### src/rtl/scps_pkg.sv
// ----------------------------------------------------------------------------
// scps_pkg: shared types and constants for the sprite clip and page split unit
// Payload structs, the queued job record, state encodings, the saturating
// working-range helpers and the configuration register indexes.
// ----------------------------------------------------------------------------
package scps_pkg;

	localparam int WORK_W = 32;
	localparam int WIDE_W = 34;
	localparam int PROD_W = 2 * WORK_W;
	localparam int FIFO_DEPTH = 2;

	typedef logic signed [WORK_W-1:0] word_t;
	typedef logic signed [WIDE_W-1:0] wide_t;

	localparam word_t WORK_MAX = 32'sh3FFF_FFFF;
	localparam word_t WORK_MIN = 32'shC000_0000;

	localparam logic [1:0] CFG_VIEW_W = 2'd0;
	localparam logic [1:0] CFG_VIEW_H = 2'd1;
	localparam logic [1:0] CFG_ORIGIN_X = 2'd2;
	localparam logic [1:0] CFG_ORIGIN_Y = 2'd3;

	typedef struct packed {
		logic signed [23:0] dest_x;
		logic signed [23:0] dest_y;
		logic [22:0] dest_w;
		logic [22:0] dest_h;
		logic signed [23:0] source_x;
		logic signed [23:0] source_y;
		logic [22:0] source_w;
		logic [22:0] source_h;
		logic [1:0] flip_code;
		logic [12:0] texture_w;
		logic [12:0] texture_h;
		logic [1:0] pages_present;
	} sprite_t;

	typedef struct packed {
		logic [1:0] page_index;
		logic signed [23:0] out_dest_x;
		logic signed [23:0] out_dest_y;
		logic signed [23:0] out_dest_w;
		logic signed [23:0] out_dest_h;
		logic signed [23:0] out_source_x;
		logic signed [23:0] out_source_y;
		logic signed [23:0] out_source_w;
		logic signed [23:0] out_source_h;
		logic [1:0] out_flip;
		logic last_piece;
	} draw_t;

	typedef enum logic [1:0] {
		CLIP_NONE,
		CLIP_NEG,
		CLIP_OVER
	} clip_e;

	typedef struct packed {
		logic signed [23:0] dx;
		logic signed [23:0] dy;
		logic [22:0] dw;
		logic [22:0] dh;
		logic signed [23:0] sx;
		logic signed [23:0] sy;
		logic [22:0] sw;
		logic [22:0] sh;
		logic [1:0] flip;
		logic [11:0] tw_half;
		logic [11:0] th_half;
		logic [1:0] pages;
		clip_e xcase;
		logic xwide;
		clip_e ycase;
		logic ywide;
	} job_t;

	typedef struct packed {
		logic start;
		word_t a;
		word_t b;
		word_t c;
	} md_req_t;

	typedef struct packed {
		logic done;
		word_t q;
	} md_rsp_t;

	typedef enum logic [1:0] {
		MD_IDLE,
		MD_MUL,
		MD_DIV,
		MD_DONE
	} md_state_e;

	typedef enum logic [3:0] {
		ST_IDLE,
		ST_X0,
		ST_X1,
		ST_X2,
		ST_Y0,
		ST_Y1,
		ST_Y2,
		ST_TX,
		ST_TY,
		ST_PG,
		ST_PT,
		ST_ET,
		ST_EM
	} back_state_e;

	function automatic wide_t wext(input word_t v);
		return wide_t'(v);
	endfunction

	function automatic word_t sat_w(input wide_t v);
		if (v > wide_t'(WORK_MAX)) begin
			return WORK_MAX;
		end
		if (v < wide_t'(WORK_MIN)) begin
			return WORK_MIN;
		end
		return word_t'(v);
	endfunction

	function automatic logic [WORK_W-1:0] mag(input word_t v);
		logic [WORK_W-1:0] u;
		u = v;
		return v[WORK_W-1] ? (~u + 1'b1) : u;
	endfunction

endpackage

### src/rtl/scps_front.sv
// ----------------------------------------------------------------------------
// scps_front: sprite intake and classification
// Culls draws that start past the viewport, applies the automatic flip from
// the source row and classifies the horizontal and vertical clip cases.
// ----------------------------------------------------------------------------
module scps_front #(
	parameter int FRAC_BITS = 8
) (
	input scps_pkg::sprite_t sprite,
	input logic [9:0] view_w,
	input logic [9:0] view_h,
	output scps_pkg::job_t job,
	output logic keep
);

	scps_pkg::word_t vw;
	scps_pkg::word_t vh;
	scps_pkg::word_t th;
	scps_pkg::word_t dx;
	scps_pkg::word_t dy;
	scps_pkg::word_t dw;
	scps_pkg::word_t dh;
	scps_pkg::word_t sy;
	logic [1:0] mode;

	always_comb begin
		vw = scps_pkg::word_t'(view_w) << FRAC_BITS;
		vh = scps_pkg::word_t'(view_h) << FRAC_BITS;
		th = scps_pkg::word_t'(sprite.texture_h[12:1]) << FRAC_BITS;
		dx = scps_pkg::word_t'(sprite.dest_x);
		dy = scps_pkg::word_t'(sprite.dest_y);
		dw = scps_pkg::word_t'(sprite.dest_w);
		dh = scps_pkg::word_t'(sprite.dest_h);
		sy = scps_pkg::word_t'(sprite.source_y);
		mode = 2'd0;
		for (int i = 0; i < 3; i++) begin
			if (sy >= th) begin
				sy = sy - th;
				mode = mode + 2'd1;
			end
		end

		keep = !(dx > vw || dy > vh);

		job.dx = sprite.dest_x;
		job.dy = sprite.dest_y;
		job.dw = sprite.dest_w;
		job.dh = sprite.dest_h;
		job.sx = sprite.source_x;
		job.sy = sy[23:0];
		job.sw = sprite.source_w;
		job.sh = sprite.source_h;
		job.flip = sprite.flip_code ^ mode;
		job.tw_half = sprite.texture_w[12:1];
		job.th_half = sprite.texture_h[12:1];
		job.pages = sprite.pages_present;

		job.xwide = (scps_pkg::wext(dw) + scps_pkg::wext(dx)) > scps_pkg::wext(vw);
		job.ywide = (scps_pkg::wext(dh) + scps_pkg::wext(dy)) > scps_pkg::wext(vh);
		if (dx < 0) begin
			job.xcase = scps_pkg::CLIP_NEG;
		end else if (job.xwide) begin
			job.xcase = scps_pkg::CLIP_OVER;
		end else begin
			job.xcase = scps_pkg::CLIP_NONE;
		end
		if (dy < 0) begin
			job.ycase = scps_pkg::CLIP_NEG;
		end else if (job.ywide) begin
			job.ycase = scps_pkg::CLIP_OVER;
		end else begin
			job.ycase = scps_pkg::CLIP_NONE;
		end
	end

endmodule

### config.mk
export PLATFORM = sky130hd
export DESIGN_NAME = scps_front
export DESIGN_NICKNAME = d
export VERILOG_FILES = /design/src/rtl/scps_pkg.sv /design/src/rtl/scps_front.sv
export SDC_FILE = /design/constraint.sdc
export NUM_CORES = 1
export LEC_CHECK = 0
export BUFFER_PORTS_ARGS = -buffer_cell sky130_fd_sc_hd__buf_2
export CAP_MARGIN = 20
export CORE_AREA = 4 4 175 177
export DETAILED_ROUTE_END_ITERATION = 8
export DIE_AREA = 0 0 179 181
export PLACE_DENSITY_LB_ADDON = 0.2
export SLEW_MARGIN = 20
export SYNTH_ARGS = -nofsm -noshare
export SYNTH_HDL_FRONTEND = slang
export SYNTH_SLANG_ARGS = --single-unit
### constraint.sdc
create_clock -name vclk -period 13.4
set_input_delay 2.68 -clock vclk [all_inputs]
set_output_delay 2.68 -clock vclk [all_outputs]
set_load 0.02 [all_outputs]
==> results.toml <==
[run_status]
outcome = "finished, final reports clean"

[global_route]
overflow = 0
grt_use_total = 0.133
grt_max_degree = 26
grt_pass1_wl_mm = 36.1
grt_pass1_vias = 7032
antenna_found_initial = 0

[synth]
ys_top_cells_by_count = "buf_4 (200), ha_1 (124), a21oi_1 (83), inv_1 (78), nor2_1 (58)"
postSynthAreaPerCell_sq_um = 7.35
yosysMostFrequentCell = "buf_4"
yosysWarnings = 0
synth_seq_area_share = 0
synth_cells = 1013
post_synth_num_cell_types = 77
synth.top_cell.area_share = 0.208
ys_top_cells_by_area = "ha_1 (21%), buf_4 (20%), a21oi_1 (5.6%)"
yosysTopAreaCell = "ha_1"
synthesis.nets = 1380
synth_area_sq_um = 7450

[worst_setup_path]
cpMaxStageDelayCell = "or3b_4"
critPathCaptureType = "primary output"
crit_path_max_fanout = 17
max_stage_delay_ns = 0.44
worstPathArrival_ns = 10.05
worstSetupPathType = "primary input to primary output"
critPathLaunchType = "primary input"
required_ns = 10.72

[sta]
period_share = 0.950
tightest_slew_ns = 0.799
fin_ws_ns = 0.673
hold_viol_final = 0
period_minus_slack_ns = 12.73
slew_viol_final = 0
rsz0062_at_grt = "false"
tns_ns = 0
setup_viol = 0
slew_headroom = 0.463
fmax_ghz = 0.0786

[placed_design]
place_hpwl_mm = 21.1
portBuffers = 291
placed_cell_area_sq_um = 7960
place.gp.congestion = 0.803
dp_slack_ns = 0.236

[final_layout]
nClkBuffers = 0
syn_to_final_growth_pct = 7.69
nets = 1482
drive_gt1_frac = 0.310
utilization = 0.274
numSequentialCells = 0
diodes = 0
fin_area_sq_um = 8020
register_area_sq_um = 0
fill_cells = 3281

[routing]
drt-pass1-iter-count = 4
drtIter0Drc = 271
final_antenna_net_count = 0
drcViolationCount = 0
drt_wl_total_mm = 23.5
via_count = 7179
viasPerCell = 4.78
wire_per_inst_microns = 15.7

[pwr]
power_frac_clock = 0
switching_share = 0.580
p_leak_uw = 0.00405
pwr-share-comb = 1.000
p_int_uw = 250
p_per_area_nw_per_um2 = 74.2
ir_drop_mv = 0.0260
seq_power_share = 0
p_sw_uw = 346

[min_path]
hp-class = "primary input to primary output"
worstHoldStart = "sprite[110]"
whs_endpoint = "job[114]"
whs_path_depth = 0

[floorplanning]
row_count = 63
die_w_microns = 179
dieArea_sq_um = 32400
core_area_sq_um = 29200
dieHeight_microns = 181
ios = 461
start_util = 0.255

[clock_tree]
ctsHoldBuffers = 0

[run]
maxCapViolCount = 0
[placed cells by master (no fill, tap or decap), types with 12 or more instances in the layout]
cell / netlist / layout
buf_2: 3 / 291
ha_1: 124 / 123
a21oi_1: 83 / 83
inv_1: 78 / 78
nor2_1: 58 / 58
o21ai_0: 47 / 46
xnor2_1: 44 / 44
nand2_1: 38 / 38
o21a_1: 30 / 30
a21o_1: 30 / 30
nand2b_1: 20 / 20
nor3_1: 19 / 19
nor2b_1: 18 / 18
xor2_1: 17 / 17
nand4_1: 16 / 16
nand3_1: 15 / 15
buf_4: 200 / 13
mux2_2: 12 / 12
[power groups by stage]
stage               combinational (uW)  sequential [uW]  clock (uW)
CTS                                595                0           0
global placement                   593                0           0
global route                       663                0           0
detailed placement                 592                0           0
finish                             596                0           0
floorplan                          474                0           0
[worst max-delay path: cells and delay by family]
family,cells,cell delay [ns]
AOI/OAI and AO/OA,16,3.56
and+or+nand+nor,8,1.24
buffers and inverters,6,0.83
adders and majority gates,5,1.44
muxes,1,0.27
[layer usage]
| layer | wire length [microns] | track usage |
|---|---|---|
| met1 | 11100 | 0.185 |
| met5 | 0 | 0 |
| met3 | 1280 | 0.00963 |
| met4 | 211 | 0.0114 |
| met2 | 10900 | 0.234 |
[how the worst max path moves through the flow]
stage               slack [ns]       start      end  cells past startpoint
floorplan                 0.78   sprite[4]  job[32]                     35
global placement          0.25  sprite[13]  job[88]                     34
detailed placement        0.24  sprite[13]  job[88]                     34
CTS                       0.20  sprite[13]  job[88]                     34
global route              0.02  sprite[13]  job[33]                     35
finish                    0.67  sprite[13]  job[95]                     36
[per-stage QoR]
stage / power [uW] / hold WS, ns / cells
4_1_cts: 595 / 5.36 / 1499
2_1_floorplan: 474 / 5.44 / 1013
3_3_place_gp: 593 / 5.36 / 1499
6_report: 596 / 5.36 / 1503
3_5_place_dp: 592 / 5.36 / 1499
5_1_grt: 663 / 5.36 / 1503
[layout make-up]
cell class	count	area, sq um	share of cell area
Inverter	78	293	0.0365
Multi-Input combinational cell	730	5670	0.706
Tap cell	390	488	0.0608
Timing Repair Buffer	305	1570	0.196
[logic make-up (layout without fill, tap and decap cells)]
logic type / count (synthesis) / after routing / share of synthesized area
and+or+nand+nor: 237 / 237 / 0.177
buffers and inverters: 284 / 383 / 0.245
muxes: 23 / 23 / 0.0343
adders and majority gates: 129 / 129 / 0.222
xor gates and xnor gates: 61 / 61 / 0.0717
AOI/OAI and AO/OA: 279 / 280 / 0.250
[repair_timing]
item                       CTS  global route
buffers inserted             0             3
hold endpoints to repair     0             0
gates resized for setup      0             5
setup endpoints to repair    0            18
Power figures use the tool's default switching activity.
