[src/rtl/scps_pkg.sv]
// ----------------------------------------------------------------------------
// scps_pkg: shared types and constants for the sprite clip and page split unit
// Payload structs, the queued job record, state encodings, the saturating
// working-range helpers and the configuration register indexes.
// ----------------------------------------------------------------------------
package scps_pkg;

	localparam int WORK_W = 32;
	localparam int WIDE_W = 34;
	localparam int PROD_W = 2 * WORK_W;
	localparam int FIFO_DEPTH = 2;

	typedef logic signed [WORK_W-1:0] word_t;
	typedef logic signed [WIDE_W-1:0] wide_t;

	localparam word_t WORK_MAX = 32'sh3FFF_FFFF;
	localparam word_t WORK_MIN = 32'shC000_0000;

	localparam logic [1:0] CFG_VIEW_W = 2'd0;
	localparam logic [1:0] CFG_VIEW_H = 2'd1;
	localparam logic [1:0] CFG_ORIGIN_X = 2'd2;
	localparam logic [1:0] CFG_ORIGIN_Y = 2'd3;

	typedef struct packed {
		logic signed [23:0] dest_x;
		logic signed [23:0] dest_y;
		logic [22:0] dest_w;
		logic [22:0] dest_h;
		logic signed [23:0] source_x;
		logic signed [23:0] source_y;
		logic [22:0] source_w;
		logic [22:0] source_h;
		logic [1:0] flip_code;
		logic [12:0] texture_w;
		logic [12:0] texture_h;
		logic [1:0] pages_present;
	} sprite_t;

	typedef struct packed {
		logic [1:0] page_index;
		logic signed [23:0] out_dest_x;
		logic signed [23:0] out_dest_y;
		logic signed [23:0] out_dest_w;
		logic signed [23:0] out_dest_h;
		logic signed [23:0] out_source_x;
		logic signed [23:0] out_source_y;
		logic signed [23:0] out_source_w;
		logic signed [23:0] out_source_h;
		logic [1:0] out_flip;
		logic last_piece;
	} draw_t;

	typedef enum logic [1:0] {
		CLIP_NONE,
		CLIP_NEG,
		CLIP_OVER
	} clip_e;

	typedef struct packed {
		logic signed [23:0] dx;
		logic signed [23:0] dy;
		logic [22:0] dw;
		logic [22:0] dh;
		logic signed [23:0] sx;
		logic signed [23:0] sy;
		logic [22:0] sw;
		logic [22:0] sh;
		logic [1:0] flip;
		logic [11:0] tw_half;
		logic [11:0] th_half;
		logic [1:0] pages;
		clip_e xcase;
		logic xwide;
		clip_e ycase;
		logic ywide;
	} job_t;

	typedef struct packed {
		logic start;
		word_t a;
		word_t b;
		word_t c;
	} md_req_t;

	typedef struct packed {
		logic done;
		word_t q;
	} md_rsp_t;

	typedef enum logic [1:0] {
		MD_IDLE,
		MD_MUL,
		MD_DIV,
		MD_DONE
	} md_state_e;

	typedef enum logic [3:0] {
		ST_IDLE,
		ST_X0,
		ST_X1,
		ST_X2,
		ST_Y0,
		ST_Y1,
		ST_Y2,
		ST_TX,
		ST_TY,
		ST_PG,
		ST_PT,
		ST_ET,
		ST_EM
	} back_state_e;

	function automatic wide_t wext(input word_t v);
		return wide_t'(v);
	endfunction

	function automatic word_t sat_w(input wide_t v);
		if (v > wide_t'(WORK_MAX)) begin
			return WORK_MAX;
		end
		if (v < wide_t'(WORK_MIN)) begin
			return WORK_MIN;
		end
		return word_t'(v);
	endfunction

	function automatic logic [WORK_W-1:0] mag(input word_t v);
		logic [WORK_W-1:0] u;
		u = v;
		return v[WORK_W-1] ? (~u + 1'b1) : u;
	endfunction

endpackage

[src/rtl/scps_muldiv.sv]
// ----------------------------------------------------------------------------
// scps_muldiv: scaled edge unit
// Computes (a*b)/c truncated toward zero, zero for a zero divisor, saturated
// to the working range. A multiply step, then one quotient bit per cycle.
// ----------------------------------------------------------------------------
module scps_muldiv (
	input logic clk,
	input logic arst_n,
	input scps_pkg::md_req_t req,
	output scps_pkg::md_rsp_t rsp
);

	localparam int PW = scps_pkg::PROD_W;
	localparam int WW = scps_pkg::WORK_W;
	localparam int CNT_W = $clog2(PW);
	localparam logic [PW-1:0] POS_LIM = PW'(scps_pkg::WORK_MAX);
	localparam logic [PW-1:0] NEG_LIM = POS_LIM + 1'b1;

	scps_pkg::md_state_e state_q;
	scps_pkg::md_state_e state_d;
	logic [WW-1:0] a_mag_q;
	logic [WW-1:0] b_mag_q;
	logic [WW-1:0] c_mag_q;
	logic neg_q;
	logic zero_q;
	logic [WW-1:0] rem_q;
	logic [PW-1:0] quo_q;
	logic [CNT_W-1:0] cnt_q;
	logic [WW:0] rem_sh;
	logic ge;

	assign rem_sh = {rem_q, quo_q[PW-1]};
	assign ge = rem_sh >= {1'b0, c_mag_q};

	always_ff @(posedge clk or negedge arst_n) begin
		if (!arst_n) begin
			state_q <= scps_pkg::MD_IDLE;
		end else begin
			state_q <= state_d;
		end
	end

	always_comb begin
		state_d = state_q;
		rsp.done = 1'b0;
		rsp.q = '0;
		unique case (state_q)
			scps_pkg::MD_IDLE: begin
				if (req.start) begin
					state_d = scps_pkg::MD_MUL;
				end
			end
			scps_pkg::MD_MUL: begin
				state_d = scps_pkg::MD_DIV;
			end
			scps_pkg::MD_DIV: begin
				if (cnt_q == CNT_W'(PW - 1)) begin
					state_d = scps_pkg::MD_DONE;
				end
			end
			scps_pkg::MD_DONE: begin
				rsp.done = 1'b1;
				if (zero_q) begin
					rsp.q = '0;
				end else if (neg_q) begin
					rsp.q = (quo_q > NEG_LIM) ? scps_pkg::WORK_MIN
						: -scps_pkg::word_t'(quo_q[WW-1:0]);
				end else begin
					rsp.q = (quo_q > POS_LIM) ? scps_pkg::WORK_MAX
						: scps_pkg::word_t'(quo_q[WW-1:0]);
				end
				state_d = scps_pkg::MD_IDLE;
			end
		endcase
	end

	always_ff @(posedge clk) begin
		unique case (state_q)
			scps_pkg::MD_IDLE: begin
				if (req.start) begin
					a_mag_q <= scps_pkg::mag(req.a);
					b_mag_q <= scps_pkg::mag(req.b);
					c_mag_q <= scps_pkg::mag(req.c);
					neg_q <= req.a[WW-1] ^ req.b[WW-1] ^ req.c[WW-1];
					zero_q <= req.c == '0;
				end
			end
			scps_pkg::MD_MUL: begin
				quo_q <= a_mag_q * b_mag_q;
				rem_q <= '0;
				cnt_q <= '0;
			end
			scps_pkg::MD_DIV: begin
				rem_q <= ge ? WW'(rem_sh - {1'b0, c_mag_q}) : rem_sh[WW-1:0];
				quo_q <= {quo_q[PW-2:0], ge};
				cnt_q <= cnt_q + 1'b1;
			end
			scps_pkg::MD_DONE: begin
			end
		endcase
	end

endmodule

[config.mk]
export PLATFORM = sky130hd
export DESIGN_NAME = scps_muldiv
export DESIGN_NICKNAME = d
export VERILOG_FILES = /design/src/rtl/scps_pkg.sv /design/src/rtl/scps_muldiv.sv
export SDC_FILE = /design/constraint.sdc
export NUM_CORES = 2
export LEC_CHECK = 0
export BUFFER_PORTS_ARGS = -buffer_cell sky130_fd_sc_hd__buf_2
export CAP_MARGIN = 10
export CELL_PAD_IN_SITES_DETAIL_PLACEMENT = 0
export CELL_PAD_IN_SITES_GLOBAL_PLACEMENT = 1
export CORE_UTILIZATION = 30
export DETAILED_ROUTE_END_ITERATION = 10
export GPL_TIMING_DRIVEN = 0
export HOLD_SLACK_MARGIN = 0.06
export MAX_ROUTING_LAYER = met4
export PLACE_DENSITY = 0.51
export RECOVER_POWER = 100
export SLEW_MARGIN = 20
export SYNTH_ARGS = -nofsm -noshare
export SYNTH_HDL_FRONTEND = slang
export SYNTH_SLANG_ARGS = --single-unit
[constraint.sdc]
create_clock -name clk -period 15.7 [get_ports clk]
set_clock_uncertainty 0.05 [all_clocks]
set_input_delay 3.14 -clock clk [delete_from_list [all_inputs] [get_ports clk]]
set_output_delay 3.14 -clock clk [all_outputs]
set_load 0.03 [all_outputs]
==> flow_summary.json <==
{
  "cp.required_ps": 16110,
  "clock_latency_ps": 620,
  "r2r_start": "a_mag_q[6]$_DFFE_PP_",
  "cts_setup_buffers": 0,
  "timing.fmax_mhz": 95.97,
  "hold_viol": 0,
  "core_area_mm2": 0.1501,
  "cts.sinks": 202,
  "cts_htree_levels": 1,
  "ys_seq_area_frac": 0.1332,
  "syn_avg_cell_area_um2": 9.237,
  "grt.overflow.total": 0,
  "totalWireLength_mm": 176.0,
  "grt_max_degree": 58,
  "synthesis.area_mm2": 0.04548,
  "status": "finished, violations left",
  "crit_start": "a_mag_q[6]$_DFFE_PP_",
  "min_period_ps": 10420,
  "avgRoutedWirePerCell_um": 24.68,
  "crit_top_cell": "fa_1",
  "worst_pin_slew_ps": 3333,
  "cts_hold_buf": 0,
  "critPathSlowestCell": "clkbuf_1",
  "ios": 132,
  "drive_gt1_frac": 0.03076,
  "utilization": 0.3301,
  "violations": "max-capacitance violations, max-slew violations",
  "dieArea_mm2": 0.1531,
  "grt_first_pass_wirelength_mm": 256.6,
  "syn-instance-count": 4923,
  "globalplace.congestion": 0.9530,
  "worst_slack_ps": 5280,
  "maxSlewViolCount": 195,
  "layout_commonest_cell": "inv_1",
  "dr.pass1.iters": 5,
  "synthFlopType": "edfxtp_1",
  "drt_iter0_markers": 2236,
  "initial_utilization": 0.3029,
  "vias_per_cell": 4.897,
  "yosysUniqueCellTypes": 77,
  "synthToLayoutAreaGrowth_pct": 8.986,
  "cp_top_family": "adder cells",
  "clk_path_buf_depth": 3,
  "num_vias": 34920,
  "cts_tree": "yes",
  "r2r_end": "quo_q[61]$_DFFE_PP_",
  "reg2reg_slack_ps": 5280,
  "slowest_delay_ps": 890,
  "drc": 0,
  "die_y_um": 391.3,
  "rsz0062_at_grt": "false",
  "fin_crit_sh": 0.6637,
  "fin_setup_tns_ps": 0,
  "clockRootBuffer": "clkbuf_16",
  "end_kind": "flop",
  "cp.depth": 26,
  "fin_nets": 6385,
  "cts_buffers": 26,
  "portBuffers": 130,
  "worstSetupPathType": "flop to flop",
  "r2r_cells": 26,
  "cts_resized": 0,
  "hold_path_class": "flop to flop",
  "cap_violations": 4,
  "path_clk_slew_ps": 60,
  "layout_common_cells": "inv_1, fa_1, nand2_1, and2_1, ha_1",
  "critical_path.max_fanout": 10,
  "slew_headroom": -1.222,
  "setup.worst_path.end": "quo_q[61]$_DFFE_PP_",
  "dpl_worst_slack_ps": 5451,
  "timing.hold.ws_ps": 490.3,
  "dp_hpwl_mm": 148.4,
  "hold_start": "quo_q[39]$_DFFE_PP_",
  "ant_nets": 0,
  "setup_viol_count_final": 0,
  "ys_ff_latch": 202,
  "critPathLaunchType": "flop",
  "grtUsageTotal": 0.2397,
  "async_flop_share": 0.009901,
  "yosysWarnings": 0,
  "cp_num_buf_inv": 7,
  "synth-edff-count": 200,
  "syn_nets": 6223,
  "num_rows": 142,
  "die_w_um": 391.3,
  "grt_pass1_vias": 36400,
  "antenna_found_initial": 37,
  "crit_arrival_ps": 10830
}
layer usage:
layer	track usage	routed length [um]
met1	0.3142	76130
met4	0.07822	6706
met2	0.3942	85540
met3	0.01533	7615
met5	-	0
layout make-up:
| type | count | area [um2] |
|---|---|---|
| multi-input cells | 3477 | 34730 |
| inverters | 980 | 3679 |
| flip-flops and latches | 202 | 6056 |
| well taps | 2016 | 2522 |
| fillers | 16000 | 100600 |
| clock buffers | 29 | 661.9 |
| repair buffers | 134 | 615.6 |
| plain buffers | 264 | 1005 |
| clock inverters | 18 | 270.3 |
| diodes | 11 | 27.53 |
worst min path at each step:
stage	endpoint	slack, ps	depth (start not counted)
6_report	quo_q[40]$_DFFE_PP_	490	2
4_1_cts	quo_q[40]$_DFFE_PP_	500	2
3_3_place_gp	quo_q[45]$_DFFE_PP_	480	2
5_1_grt	state_q[0]$_DFFE_PN0P_	540	1
2_1_floorplan	state_q[0]$_DFFE_PN0P_	450	1
3_5_place_dp	state_q[0]$_DFFE_PN0P_	490	1
flip-flops by register name, summed over array words and instances, names as in the netlist:
signal / cells
quo_q: 64
a_mag_q: 32
b_mag_q: 32
c_mag_q: 32
rem_q: 32
cnt_q: 6
state_q: 2
neg_q: 1
zero_q: 1
kinds of logic (layout without fill, tap and decap cells):
kind of cell	after synthesis	after routing	synth area share
buffers and inverters	1244	1425	0.1027
multiplexers	25	25	0.005668
other	0	11	0
adder cells (fa/ha/maj)	1201	1201	0.4785
flip-flops	202	202	0.1332
AO/OA/AOI/OAI	517	517	0.07217
XOR/XNOR	167	167	0.03216
AND/OR/NAND/NOR	1567	1567	0.1756
worst reg2reg max path, delay by kind of cell (launching register included):
kind | cells | cell delay (ps)
buffers and inverters | 7 | 1600
flip-flops | 1 | 770
adder cells (fa/ha/maj) | 9 | 4340
AND/OR/NAND/NOR | 6 | 1850
AO/OA/AOI/OAI | 4 | 1680
cell usage after synthesis (all sizes together), types with 4 or more instances:
cell type	number	area share
or4	18	0.0032
or3	28	0.0041
clkbuf	256	0.021
a21boi	7	0.0012
edfxtp	200	0.13
a21o	46	0.0076
nand2	592	0.049
nor3	46	0.0051
a311oi	17	0.0033
o21bai	22	0.0036
and4	4	0.00077
xnor2	134	0.026
a21oi	127	0.014
nand3	48	0.0053
nand2b	14	0.0019
o31ai	31	0.0052
o21ai	149	0.016
buf	8	0.00072
a211oi	14	0.0023
nor4	26	0.0036
inv	980	0.081
or2	10	0.0014
and3	14	0.0019
nor2b	6	0.00083
o211ai	9	0.0015
nand3b	4	0.00066
nand4	22	0.0030
o41ai	14	0.0027
fa	897	0.39
nor3b	6	0.00099
o21a	13	0.0021
mux2i	19	0.0042
and2	597	0.082
nor2	124	0.010
a31oi	20	0.0028
xor2	33	0.0064
mux2	6	0.0015
ha	304	0.084
o22ai	6	0.00083
a211o	7	0.0013
per-stage QoR:
step / instance area, um2 / cells
after floorplan: 45480 / 4923
after global routing: 49540 / 7122
after global placement: 48650 / 7069
after CTS: 49690 / 7120
final: 49560 / 7131
after detailed placement: 48760 / 7073
Power is not shown: default switching activity piles up to over one toggle a cycle in this logic, so the estimate is an artifact.
