--- src/rtl/scps_pkg.sv ---
// ----------------------------------------------------------------------------
// scps_pkg: shared types and constants for the sprite clip and page split unit
// Payload structs, the queued job record, state encodings, the saturating
// working-range helpers and the configuration register indexes.
// ----------------------------------------------------------------------------
package scps_pkg;

	localparam int WORK_W = 32;
	localparam int WIDE_W = 34;
	localparam int PROD_W = 2 * WORK_W;
	localparam int FIFO_DEPTH = 2;

	typedef logic signed [WORK_W-1:0] word_t;
	typedef logic signed [WIDE_W-1:0] wide_t;

	localparam word_t WORK_MAX = 32'sh3FFF_FFFF;
	localparam word_t WORK_MIN = 32'shC000_0000;

	localparam logic [1:0] CFG_VIEW_W = 2'd0;
	localparam logic [1:0] CFG_VIEW_H = 2'd1;
	localparam logic [1:0] CFG_ORIGIN_X = 2'd2;
	localparam logic [1:0] CFG_ORIGIN_Y = 2'd3;

	typedef struct packed {
		logic signed [23:0] dest_x;
		logic signed [23:0] dest_y;
		logic [22:0] dest_w;
		logic [22:0] dest_h;
		logic signed [23:0] source_x;
		logic signed [23:0] source_y;
		logic [22:0] source_w;
		logic [22:0] source_h;
		logic [1:0] flip_code;
		logic [12:0] texture_w;
		logic [12:0] texture_h;
		logic [1:0] pages_present;
	} sprite_t;

	typedef struct packed {
		logic [1:0] page_index;
		logic signed [23:0] out_dest_x;
		logic signed [23:0] out_dest_y;
		logic signed [23:0] out_dest_w;
		logic signed [23:0] out_dest_h;
		logic signed [23:0] out_source_x;
		logic signed [23:0] out_source_y;
		logic signed [23:0] out_source_w;
		logic signed [23:0] out_source_h;
		logic [1:0] out_flip;
		logic last_piece;
	} draw_t;

	typedef enum logic [1:0] {
		CLIP_NONE,
		CLIP_NEG,
		CLIP_OVER
	} clip_e;

	typedef struct packed {
		logic signed [23:0] dx;
		logic signed [23:0] dy;
		logic [22:0] dw;
		logic [22:0] dh;
		logic signed [23:0] sx;
		logic signed [23:0] sy;
		logic [22:0] sw;
		logic [22:0] sh;
		logic [1:0] flip;
		logic [11:0] tw_half;
		logic [11:0] th_half;
		logic [1:0] pages;
		clip_e xcase;
		logic xwide;
		clip_e ycase;
		logic ywide;
	} job_t;

	typedef struct packed {
		logic start;
		word_t a;
		word_t b;
		word_t c;
	} md_req_t;

	typedef struct packed {
		logic done;
		word_t q;
	} md_rsp_t;

	typedef enum logic [1:0] {
		MD_IDLE,
		MD_MUL,
		MD_DIV,
		MD_DONE
	} md_state_e;

	typedef enum logic [3:0] {
		ST_IDLE,
		ST_X0,
		ST_X1,
		ST_X2,
		ST_Y0,
		ST_Y1,
		ST_Y2,
		ST_TX,
		ST_TY,
		ST_PG,
		ST_PT,
		ST_ET,
		ST_EM
	} back_state_e;

	function automatic wide_t wext(input word_t v);
		return wide_t'(v);
	endfunction

	function automatic word_t sat_w(input wide_t v);
		if (v > wide_t'(WORK_MAX)) begin
			return WORK_MAX;
		end
		if (v < wide_t'(WORK_MIN)) begin
			return WORK_MIN;
		end
		return word_t'(v);
	endfunction

	function automatic logic [WORK_W-1:0] mag(input word_t v);
		logic [WORK_W-1:0] u;
		u = v;
		return v[WORK_W-1] ? (~u + 1'b1) : u;
	endfunction

endpackage

--- src/rtl/scps_fifo.sv ---
// ----------------------------------------------------------------------------
// scps_fifo: job queue between the front and the back
// A short first-in first-out buffer of classified jobs.
// ----------------------------------------------------------------------------
module scps_fifo (
	input logic clk,
	input logic arst_n,
	input logic push,
	input scps_pkg::job_t wr_data,
	output logic full,
	input logic pop,
	output logic not_empty,
	output scps_pkg::job_t rd_data
);

	localparam int DEPTH = scps_pkg::FIFO_DEPTH;
	localparam int AW = (DEPTH > 1) ? $clog2(DEPTH) : 1;
	localparam int CW = $clog2(DEPTH + 1);

	scps_pkg::job_t mem_q [DEPTH];
	logic [AW-1:0] wr_ptr_q;
	logic [AW-1:0] rd_ptr_q;
	logic [CW-1:0] count_q;
	logic do_push;
	logic do_pop;

	assign full = count_q == CW'(DEPTH);
	assign not_empty = count_q != '0;
	assign do_push = push && !full;
	assign do_pop = pop && not_empty;
	assign rd_data = mem_q[rd_ptr_q];

	always_ff @(posedge clk or negedge arst_n) begin
		if (!arst_n) begin
			wr_ptr_q <= '0;
			rd_ptr_q <= '0;
			count_q <= '0;
		end else begin
			if (do_push) begin
				wr_ptr_q <= (wr_ptr_q == AW'(DEPTH - 1)) ? '0 : wr_ptr_q + 1'b1;
			end
			if (do_pop) begin
				rd_ptr_q <= (rd_ptr_q == AW'(DEPTH - 1)) ? '0 : rd_ptr_q + 1'b1;
			end
			if (do_push && !do_pop) begin
				count_q <= count_q + 1'b1;
			end else if (do_pop && !do_push) begin
				count_q <= count_q - 1'b1;
			end
		end
	end

	always_ff @(posedge clk) begin
		if (do_push) begin
			mem_q[wr_ptr_q] <= wr_data;
		end
	end

endmodule

--- config.mk ---
export PLATFORM = sky130hd
export DESIGN_NAME = scps_fifo
export DESIGN_NICKNAME = d
export VERILOG_FILES = /design/src/rtl/scps_pkg.sv /design/src/rtl/scps_fifo.sv
export SDC_FILE = /design/constraint.sdc
export NUM_CORES = 1
export LEC_CHECK = 0
export BUFFER_PORTS_ARGS = -buffer_cell sky130_fd_sc_hd__buf_4
export CAP_MARGIN = 20
export CORE_MARGIN = 10
export CORE_UTILIZATION = 53
export DETAILED_ROUTE_END_ITERATION = 6
export PLACE_DENSITY = 0.86
export SETUP_SLACK_MARGIN = 0.2
export SYNTH_ARGS = -nofsm -noshare
export SYNTH_HDL_FRONTEND = slang
export SYNTH_SLANG_ARGS = --single-unit
--- constraint.sdc ---
create_clock -name clk -period 14.3 [get_ports clk]
set_input_delay 2.86 -clock clk [delete_from_list [all_inputs] [get_ports clk]]
set_output_delay 2.86 -clock clk [all_outputs]
set_load 0.02 [all_outputs]
==> results of run 1 <==
-- worst max-delay path: stages (launching register included) --
cell and delay [ns]:
dfrtp_4 1.14, buf_4 0.86, buf_4 0.77, mux2_4 0.36, buf_4 0.16
-- cells by family after synthesis --
| kind of cell | count (synthesis) | share of synthesized area, % |
|---|---|---|
| fa+ha+maj | 1 | 0.07394 |
| xor+xnor | 5 | 0.2589 |
| flops | 448 | 79.40 |
| simple gates | 7 | 0.1998 |
| buf+inv | 27 | 1.523 |
| mux | 222 | 18.55 |
-- registers in the layout (all words and copies together), names as in the netlist --
name / flops
rd_ptr_q: 1
wr_ptr_q: 1
mem_q: 444
count_q: 2
-- path summary, 6_finish.rpt --
kind | startpoint | endpoint | slack [ns] | cells past startpoint
worst max-delay path | rd_ptr_q | rd_data[86] | 7.51 | 4
worst min-delay path | count_q[1] | count_q[1] | 0.51 | 1
worst max register to register | count_q[0] | mem_q[0][102] | 11.34 | 5
worst min register to register | count_q[1] | count_q[1] | 0.51 | 1
max in group asynchronous | arst_n | rd_ptr_q | 12.05 | 1
min in group asynchronous | arst_n | wr_ptr_q | 2.12 | 1
-- power groups by stage --
stage               combinational, mW  clock [mW]  sequential, mW
global placement                 1.78           0            1.93
CTS                              1.80        1.08            1.92
floorplan                        1.20           0            1.97
finish                           1.79        1.06            1.92
detailed placement               1.79           0            1.95
global route                     1.87        1.14            1.95
-- final cells by class --
type | instances | share of cell area [%]
clock inverter | 19 | 0.6378
inverter | 2 | 0.03417
antenna | 2 | 0.02278
timing repair buffer | 459 | 15.80
multi-input combinational | 235 | 14.75
sequential | 448 | 61.16
tap | 402 | 2.289
clock buffer | 56 | 5.313
-- cell usage in the layout (no fill, tap or decap), drive strengths merged --
cell	Yosys	final
diode	0	2
nor2	2	2
nand2	2	2
bufinv	0	2
clkinvlp	0	1
dfrtp	4	4
edfxtp	444	444
and3	1	1
ha	1	1
nand2b	1	1
inv	2	3
or2	1	1
buf	25	459
xor2	2	2
mux2	222	222
clkbuf	0	56
xnor2	3	3
clkinv	0	15
-- routing by layer --
metal  vias up  routed length [um]
met5         -                   0
li1       3788                   -
met2       342               20700
met4         0                1343
met3        70                3163
met1      4194               13220
==> results.yml, run 1 <==
run_status:
  status: "finished clean"
critical_path:
  cp.arrival_ns: 3.93
  crit_required_ns: 11.44
  critPathKind: "reg -> out"
  start_kind: "register"
  endpoint_kind: "primary output"
  crit_fanout: 70
layout:
  ff_latch_area_um2: 13440
  area_delta_synth_final_pct: 29.86
  final_util_pct: 69.63
  fillers: 1902
  layout.cells.non_filler: 1623
  drive_above_1_share_pct: 60.71
  multiInputGateArea_um2: 3241
  fin_nets: 1417
  final_cell_area_um2: 21970
global_routing:
  grt_max_degree: 79
  busiest_layer: "met2"
  antenna_found_initial: 2
  grt_pass1_wl_um: 54880
  gr-usage-met2_pct: 33.38
  overflow: 0
  first_global_vias: 8945
  grtUsageMet1_pct: 19.44
  use_met3_pct: 5.762
  grt_usage_pct: 18.40
route:
  dr.pass1.iters: 4
  drt-wirelength-per-cell_um: 23.68
  ant_nets: 0
  vias_per_cell: 5.172
  drc: 0
  num_vias: 8394
  dr.first_iter.drc_count: 442
  wl_um: 38430
floorplanning:
  chipHeight_um: 198.7
  pin_count: 450
  start_util_pct: 53.62
  dieArea_um2: 39470
  die_w_um: 198.7
  coreArea_um2: 31560
  placementRows: 65
logic_synthesis:
  synth.top_cell.area_share_pct: 78.80
  ys_async_sr_fraction_pct: 0.8929
  syn_inst: 710
  synth_ff_type: "edfxtp_1"
  seq_area_frac_synth_pct: 79.40
  yosysMostFrequentCell: "edfxtp_1"
  synth_area_leaders: "edfxtp_1 (79%), mux2_4 (15%), mux2_2 (3.5%)"
  avgSynthCellArea_um2: 23.83
  yosys.area.top_type: "edfxtp_1"
  synth_nets: 937
  synth-seq-cells: 448
  synth-edff-count: 444
  synth_area_um2: 16920
  yosysWarnings: 0
  synth_cell_types: 15
  synth_common_cells: "edfxtp_1 (444), mux2_4 (170), mux2_2 (52), buf_6 (20), buf_2 (5)"
placement:
  gp_congestion: 0.7754
  port_buffers: 449
  dpl_cell_area_um2: 20620
  hpwlAfterDp_um: 27440
  post-place-ws_ns: 8.008
  place_inst: 1544
timing:
  tns_ns: 0
  setup_viol: 0
  worst_clock_skew_ns: 0.01436
  fmax_mhz: 147.3
  finalWorstSetupSlack_ns: 7.510
  slew_viol_final: 0
  grt_setup_unrepaired: "no"
  min_period_ns: 6.790
  hold_viol_final: 0
  fin_hold_ws_ns: 0.5091
  slew_headroom_pct: 27.47
  final.period_utilization_pct: 47.49
  max_slew.worst_pin.slew_ns: 1.088
clocking:
  cts_setup_buffers: 0
  post_cts_resized: 0
  clk_path_buf_depth: 3
  root_buffer: "clkbuf_16"
  clock-sinks: 448
  clk_latency_ns: 0.52
  htreeDepth: 2
  cts_hold_buf: 0
  cts_tree: "yes"
  cts_buffers: 44
  clk_pin_slew_ns: 0.06
power_and_ir_drop:
  p_per_area_nw_per_um2: 216.6
  p_switching_mw: 1.502
  p_sw_share_pct: 31.56
  combPwrFrac_pct: 37.5
  seqPwrFrac_pct: 40.3
  max-vdd-ir-drop_mv: 0.1593
  p_int_mw: 3.258
  pwr-share-clk_pct: 22.2
  leakage_nw: 8.679
  power.total_mw: 4.760
flow_run:
  maxCapViolCount: 0
worst_hold_path:
  hp-class: "reg -> reg"
Power figures use the tool's default switching activity.
==> inputs of run 2 (changes only) <==
Settings changed: CORE_UTILIZATION 53 to 47, PLACE_DENSITY 0.86 to 0.81.
Clock period 14.3 ns to 5.7 ns, I/O delays scaled along.
==> run 2 against run 1 <==
Net effect:
- power increased to 2.6 times the previous value
- hold slack got worse by 0.14 ns
- register-to-register slack got worse by 7.9 ns
- clock skew decreased by 0.0018 ns
- global-route usage fell by 1.5 points
- critical path type unchanged
==> results.yml, run 2 (same netlist as run 1, synthesis figures left out) <==
run_status:
  status: "finished clean"
placement:
  port_buffers: 449
  gp_congestion: 0.7535
  post-place-ws_ns: 2.397
  hpwlAfterDp_um: 27290
  place_inst: 1606
floorplanning:
  placementRows: 69
  dieArea_um2: 43990
  coreArea_um2: 35570
  die_w_um: 209.7
  start_util_pct: 47.57
  chipHeight_um: 209.7
  pin_count: 450
flow_run:
  maxCapViolCount: 0
power_and_ir_drop:
  seqPwrFrac_pct: 39.3
  p_int_mw: 8.314
  power.total_mw: 12.17
  pwr-share-clk_pct: 23.4
  p_switching_mw: 3.858
  max-vdd-ir-drop_mv: 0.5027
  combPwrFrac_pct: 37.3
  leakage_nw: 8.777
  p_sw_share_pct: 31.70
  p_per_area_nw_per_um2: 547.4
clocking:
  clk_path_buf_depth: 3
  htreeDepth: 2
  cts_tree: "yes"
  cts_hold_buf: 0
  clk_pin_slew_ns: 0.06
  cts_buffers: 46
  root_buffer: "clkbuf_16"
  clk_latency_ns: 0.55
  cts_setup_buffers: 0
  clock-sinks: 448
  post_cts_resized: 0
timing:
  hold_viol_final: 0
  finalWorstSetupSlack_ns: 1.847
  min_period_ns: 3.853
  fin_hold_ws_ns: 0.3699
  worst_clock_skew_ns: 0.01261
  slew_headroom_pct: 31.23
  fmax_mhz: 259.6
  max_slew.worst_pin.slew_ns: 1.032
  final.period_utilization_pct: 67.59
  setup_viol: 0
  grt_setup_unrepaired: "no"
  tns_ns: 0
  slew_viol_final: 0
layout:
  top_regs: "mem_q: 444 flops, count_q: 2 flops"
  final_common_cell: "buf_4"
  fin_nets: 1420
  top_register: "mem_q"
  drive_above_1_share_pct: 61.24
  most-common-layout-cells: "buf_4 (454), edfxtp_1 (444), mux2_4 (170)"
  layout.cells.non_filler: 1690
  area_delta_synth_final_pct: 31.42
  largest_reg_flops: 444
global_routing:
  overflow: 0
  grt_max_degree: 118
  antenna_found_initial: 2
  grt_pass1_wl_um: 56580
  first_global_vias: 9203
  grt_usage_pct: 16.94
route:
  drt-wirelength-per-cell_um: 22.92
  wl_um: 38730
  ant_nets: 0
  dr.first_iter.drc_count: 423
  dr.pass1.iters: 5
  vias_per_cell: 4.972
  num_vias: 8403
  drc: 0
critical_path:
  critPathKind: "reg -> out"
  crit_fanout: 62
  r2r_cells: 3
  timing.rr.start: "count_q[0]"
  r2r_slack_ns: 3.42
  crit_required_ns: 4.56
  endpoint_kind: "primary output"
  slowest_delay_ns: 1.08
  start_kind: "register"
  worstReg2RegEnd: "mem_q[1][100]"
  path_cells: "buf_12 -> mux2_2 -> buf_4"
  cp.arrival_ns: 2.71
  slowest_stage: "dfrtp_4"
worst_hold_path:
  hp-class: "in -> async"
==> run 2: power by group through the flow <==
stage	sequential, mW	clock (mW)	combinational, mW
final	4.79	2.85	4.53
after global routing	4.86	3.05	4.77
after CTS	4.80	2.92	4.61
after detailed placement	4.86	0	4.59
after global placement	4.81	0	4.55
after floorplan	4.77	0	3.02
==> run 2: through the flow <==
| stage | cell area (um^2) | utilization [%] |
|---|---|---|
| after floorplan | 16930 | - |
| after global placement | 20790 | 58.45 |
| after detailed placement | 20790 | 58.45 |
| after CTS | 22230 | 62.51 |
| after global routing | 22240 | 62.51 |
| final | 22240 | 62.51 |
==> run 2: cell type report <==
type,instances,area (um^2)
Clock inverter,24,178.9
Tap cell,461,576.8
Inverter,2,7.507
Antenna cell,1,2.502
Sequential cell,448,13440
Timing Repair Buffer,460,3528
Multi-Input combinational cell,235,3241
Clock buffer,59,1264
Fill cell,2454,13330
==> run 2: how the worst max path moves through the flow <==
stage	start	to	slack [ns]	depth (start not counted)
6_report	rd_ptr_q	rd_data[207]	1.85	3
5_1_grt	rd_ptr_q	rd_data[207]	1.70	3
4_1_cts	rd_ptr_q	rd_data[193]	1.78	3
3_5_place_dp	rd_ptr_q	rd_data[193]	2.40	3
3_3_place_gp	rd_ptr_q	rd_data[207]	2.41	3
2_1_floorplan	push	mem_q[0][0]	0.72	2
==> run 2: routing by layer <==
| metal | part of all wire, % | wire [um] | GRT usage (%) | vias up |
|---|---|---|---|---|
| met1 | 35 | 13380 | 17.71 | 4177 |
| met3 | 8.5 | 3305 | 6.192 | 90 |
| met2 | 53 | 20510 | 29.66 | 335 |
| li1 | - | - | - | 3799 |
| met4 | 3.9 | 1523 | 8.063 | 2 |
| met5 | 0.039 | 15 | 0 | - |
==> run 2: critical path: cells and delay by family, from the launching register on <==
kind,cells,cell delay (ns)
mux,1,0.39
flops,1,1.08
buf+inv,2,0.56
==> inputs of run 3 (changes only) <==
Settings changed: ABC_AREA from default to 1, PLACE_DENSITY 0.81 to 0.82.
Clock period 5.7 ns to 3.2 ns, I/O delays scaled along.
==> run 3 against run 2 <==
Net effect:
- combinational power grew 86%
- flip-flop and latch count is the same
- power grew 80%
- sequential share of layout area grew 1.4 points
- sequential power grew 74%
- synthesized area shrank 2.9%
- final area shrank 2.3%
- hold slack lost 0.091 ns
- utilization grew 0.38 points
- largest power group is now combinational cells
- highest routed layer unchanged
==> results.yml, run 3 <==
logic_synthesis:
  synth_area_um2: 16430
  synth-edff-count: 444
  syn_inst: 1191
  synth.top_cell.area_share_pct: 81.14
  synth_cell_types: 14
  yosysMostFrequentCell: "nand2_1"
  ys_async_sr_fraction_pct: 0.8929
  synth_nets: 1418
  avgSynthCellArea_um2: 13.80
  synth_common_cells: "nand2_1 (677), edfxtp_1 (444), buf_2 (27), buf_6 (19), inv_1 (7)"
  synth_area_leaders: "edfxtp_1 (81%), nand2_1 (15%), buf_6 (1.3%)"
  seq_area_frac_synth_pct: 81.75
  yosys.area.top_type: "edfxtp_1"
  synth_ff_type: "edfxtp_1"
  yosysWarnings: 0
  synth-seq-cells: 448
timing:
  tns_ns: 0
  max_slew.worst_pin.slew_ns: 1.074
  grt_setup_unrepaired: "no"
  fin_hold_ws_ns: 0.2785
  worst_clock_skew_ns: 0.01639
  final.period_utilization_pct: 87.89
  slew_viol_final: 0
  setup_viol: 0
  min_period_ns: 2.812
  slew_headroom_pct: 28.42
  hold_viol_final: 0
  fmax_mhz: 355.6
  finalWorstSetupSlack_ns: 0.3875
clocking:
  htreeDepth: 2
  root_buffer: "clkbuf_16"
  clk_path_buf_depth: 3
  cts_tree: "yes"
  clk_pin_slew_ns: 0.06
  clk_latency_ns: 0.54
  clock-sinks: 448
  cts_setup_buffers: 0
  cts_buffers: 44
route:
  dr.pass1.iters: 5
  vias_per_cell: 4.877
  wl_um: 42930
  dr.first_iter.drc_count: 701
  ant_nets: 0
  drt-wirelength-per-cell_um: 20.03
  drc: 0
  num_vias: 10451
floorplanning:
  start_util_pct: 47.57
  placementRows: 68
  chipHeight_um: 207.0
  pin_count: 450
  die_w_um: 207.0
  coreArea_um2: 34540
  dieArea_um2: 42840
layout:
  fillers: 2418
  drive_above_1_share_pct: 31.75
  fin_nets: 1876
  top_register: "mem_q"
  final_cell_area_um2: 21720
  final_common_cell: "nand2_1"
  multiInputGateArea_um2: 2624
  area_delta_synth_final_pct: 32.20
  most-common-layout-cells: "nand2_1 (676), buf_4 (451), edfxtp_1 (444)"
  top_regs: "mem_q: 444 flops, count_q: 2 flops"
  largest_reg_flops: 444
  ff_latch_area_um2: 13440
global_routing:
  grt_pass1_wl_um: 62090
  grt_usage_pct: 19.16
  antenna_found_initial: 4
  grt_max_degree: 129
  overflow: 0
  first_global_vias: 10776
placement:
  gp_congestion: 0.8322
  post-place-ws_ns: 0.5939
  port_buffers: 449
  dpl_cell_area_um2: 20250
  hpwlAfterDp_um: 29250
critical_path:
  cp.arrival_ns: 2.17
  critPathKind: "reg -> out"
  r2r_slack_ns: 0.81
  crit_required_ns: 2.56
  slowest_delay_ns: 0.53
  crit_fanout: 74
  path_cells: "inv_8 -> buf_12 -> nand2_1 -> nand2_1 -> buf_4"
  slowest_stage: "dfrtp_4"
  cp_common_cell: "nand2_1"
  start_kind: "register"
  endpoint_kind: "primary output"
worst_hold_path:
  hp-class: "in -> reg"
power_and_ir_drop:
  p_per_area_nw_per_um2: 1006
  power.total_mw: 21.86
  leakage_nw: 9.210
  max-vdd-ir-drop_mv: 0.9183
flow_run:
  maxCapViolCount: 0
run_status:
  status: "finished clean"
[run 3: cell types whose count changed after synthesis, moves of 2 or more]
cell     previous run  this run
nand2_1             2       677
mux2_4            170         0
mux2_2             52         0
buf_2               5        27
inv_1               2         7
buf_4               0         3
nand3_1             0         2
xnor2_1             3         1
xor2_1              2         0
[run 3: routing by layer]
layer / part of all wire, % / wire length, um / vias up / GRT usage, %
li1: - / - / 4945 / -
met1: 34 / 14760 / 4971 / 21.15
met2: 50 / 21660 / 474 / 32.83
met3: 13 / 5521 / 59 / 8.084
met4: 2.2 / 963 / 2 / 6.365
met5: 0.042 / 18 / - / 0
[run 3: kinds of logic (layout without fill, tap and decap cells)]
kind of cell,Yosys count,after routing,share of synthesized area (%)
flops,448,448,81.75
simple gates,683,683,15.63
compound gates,1,1,0.03043
fa+ha+maj,1,1,0.07613
buf+inv,57,551,2.460
other cells,0,3,0
xor+xnor,1,1,0.05331
[run 3: metrics by stage]
stage / instances / utilization (%)
CTS: 2140 / 62.86
detailed placement: 2057 / 58.61
global route: 2142 / 62.88
finish: 2143 / 62.89
global placement: 2057 / 58.61
floorplan: 1191 / -
[run 3: critical path: cells and delay by family (launching register included)]
| kind | cells | cell delay [ns] |
|---|---|---|
| simple gates | 2 | 0.23 |
| flops | 1 | 0.53 |
| buf+inv | 3 | 0.78 |
[run 3: path summary, 6_finish.rpt]
check	startpoint	endpoint	cells after the start
worst min-delay path	wr_data[131]	mem_q[0][131]	1
worst max-delay path	rd_ptr_q	rd_data[171]	5
worst min register to register	count_q[1]	count_q[1]	2
min in group asynchronous	arst_n	rd_ptr_q	2
worst max register to register	count_q[1]	mem_q[0][40]	6
max in group asynchronous	arst_n	rd_ptr_q	2
[run 3: cell type report]
type | count | area share, %
inverter | 8 | 0.2477
sequential | 448 | 61.85
clock buffer | 52 | 5.403
antenna | 3 | 0.03456
tap | 455 | 2.621
timing repair buffer | 461 | 16.46
multi-input combinational | 686 | 12.08
clock inverter | 30 | 1.302
[run 3: what timing repair did]
item / 4_1_cts / 5_1_grt
hold buffers: 1 / 0
endpoints found under the setup margin: 0 / 1
resized for setup: 0 / 1
endpoints found under the hold margin: 4 / 0
[run 3: where the power goes]
part | switching (mW) | internal [mW]
registers | 0.310 | 8.01
clock network | 2.10 | 3.03
logic | 5.60 | 2.81
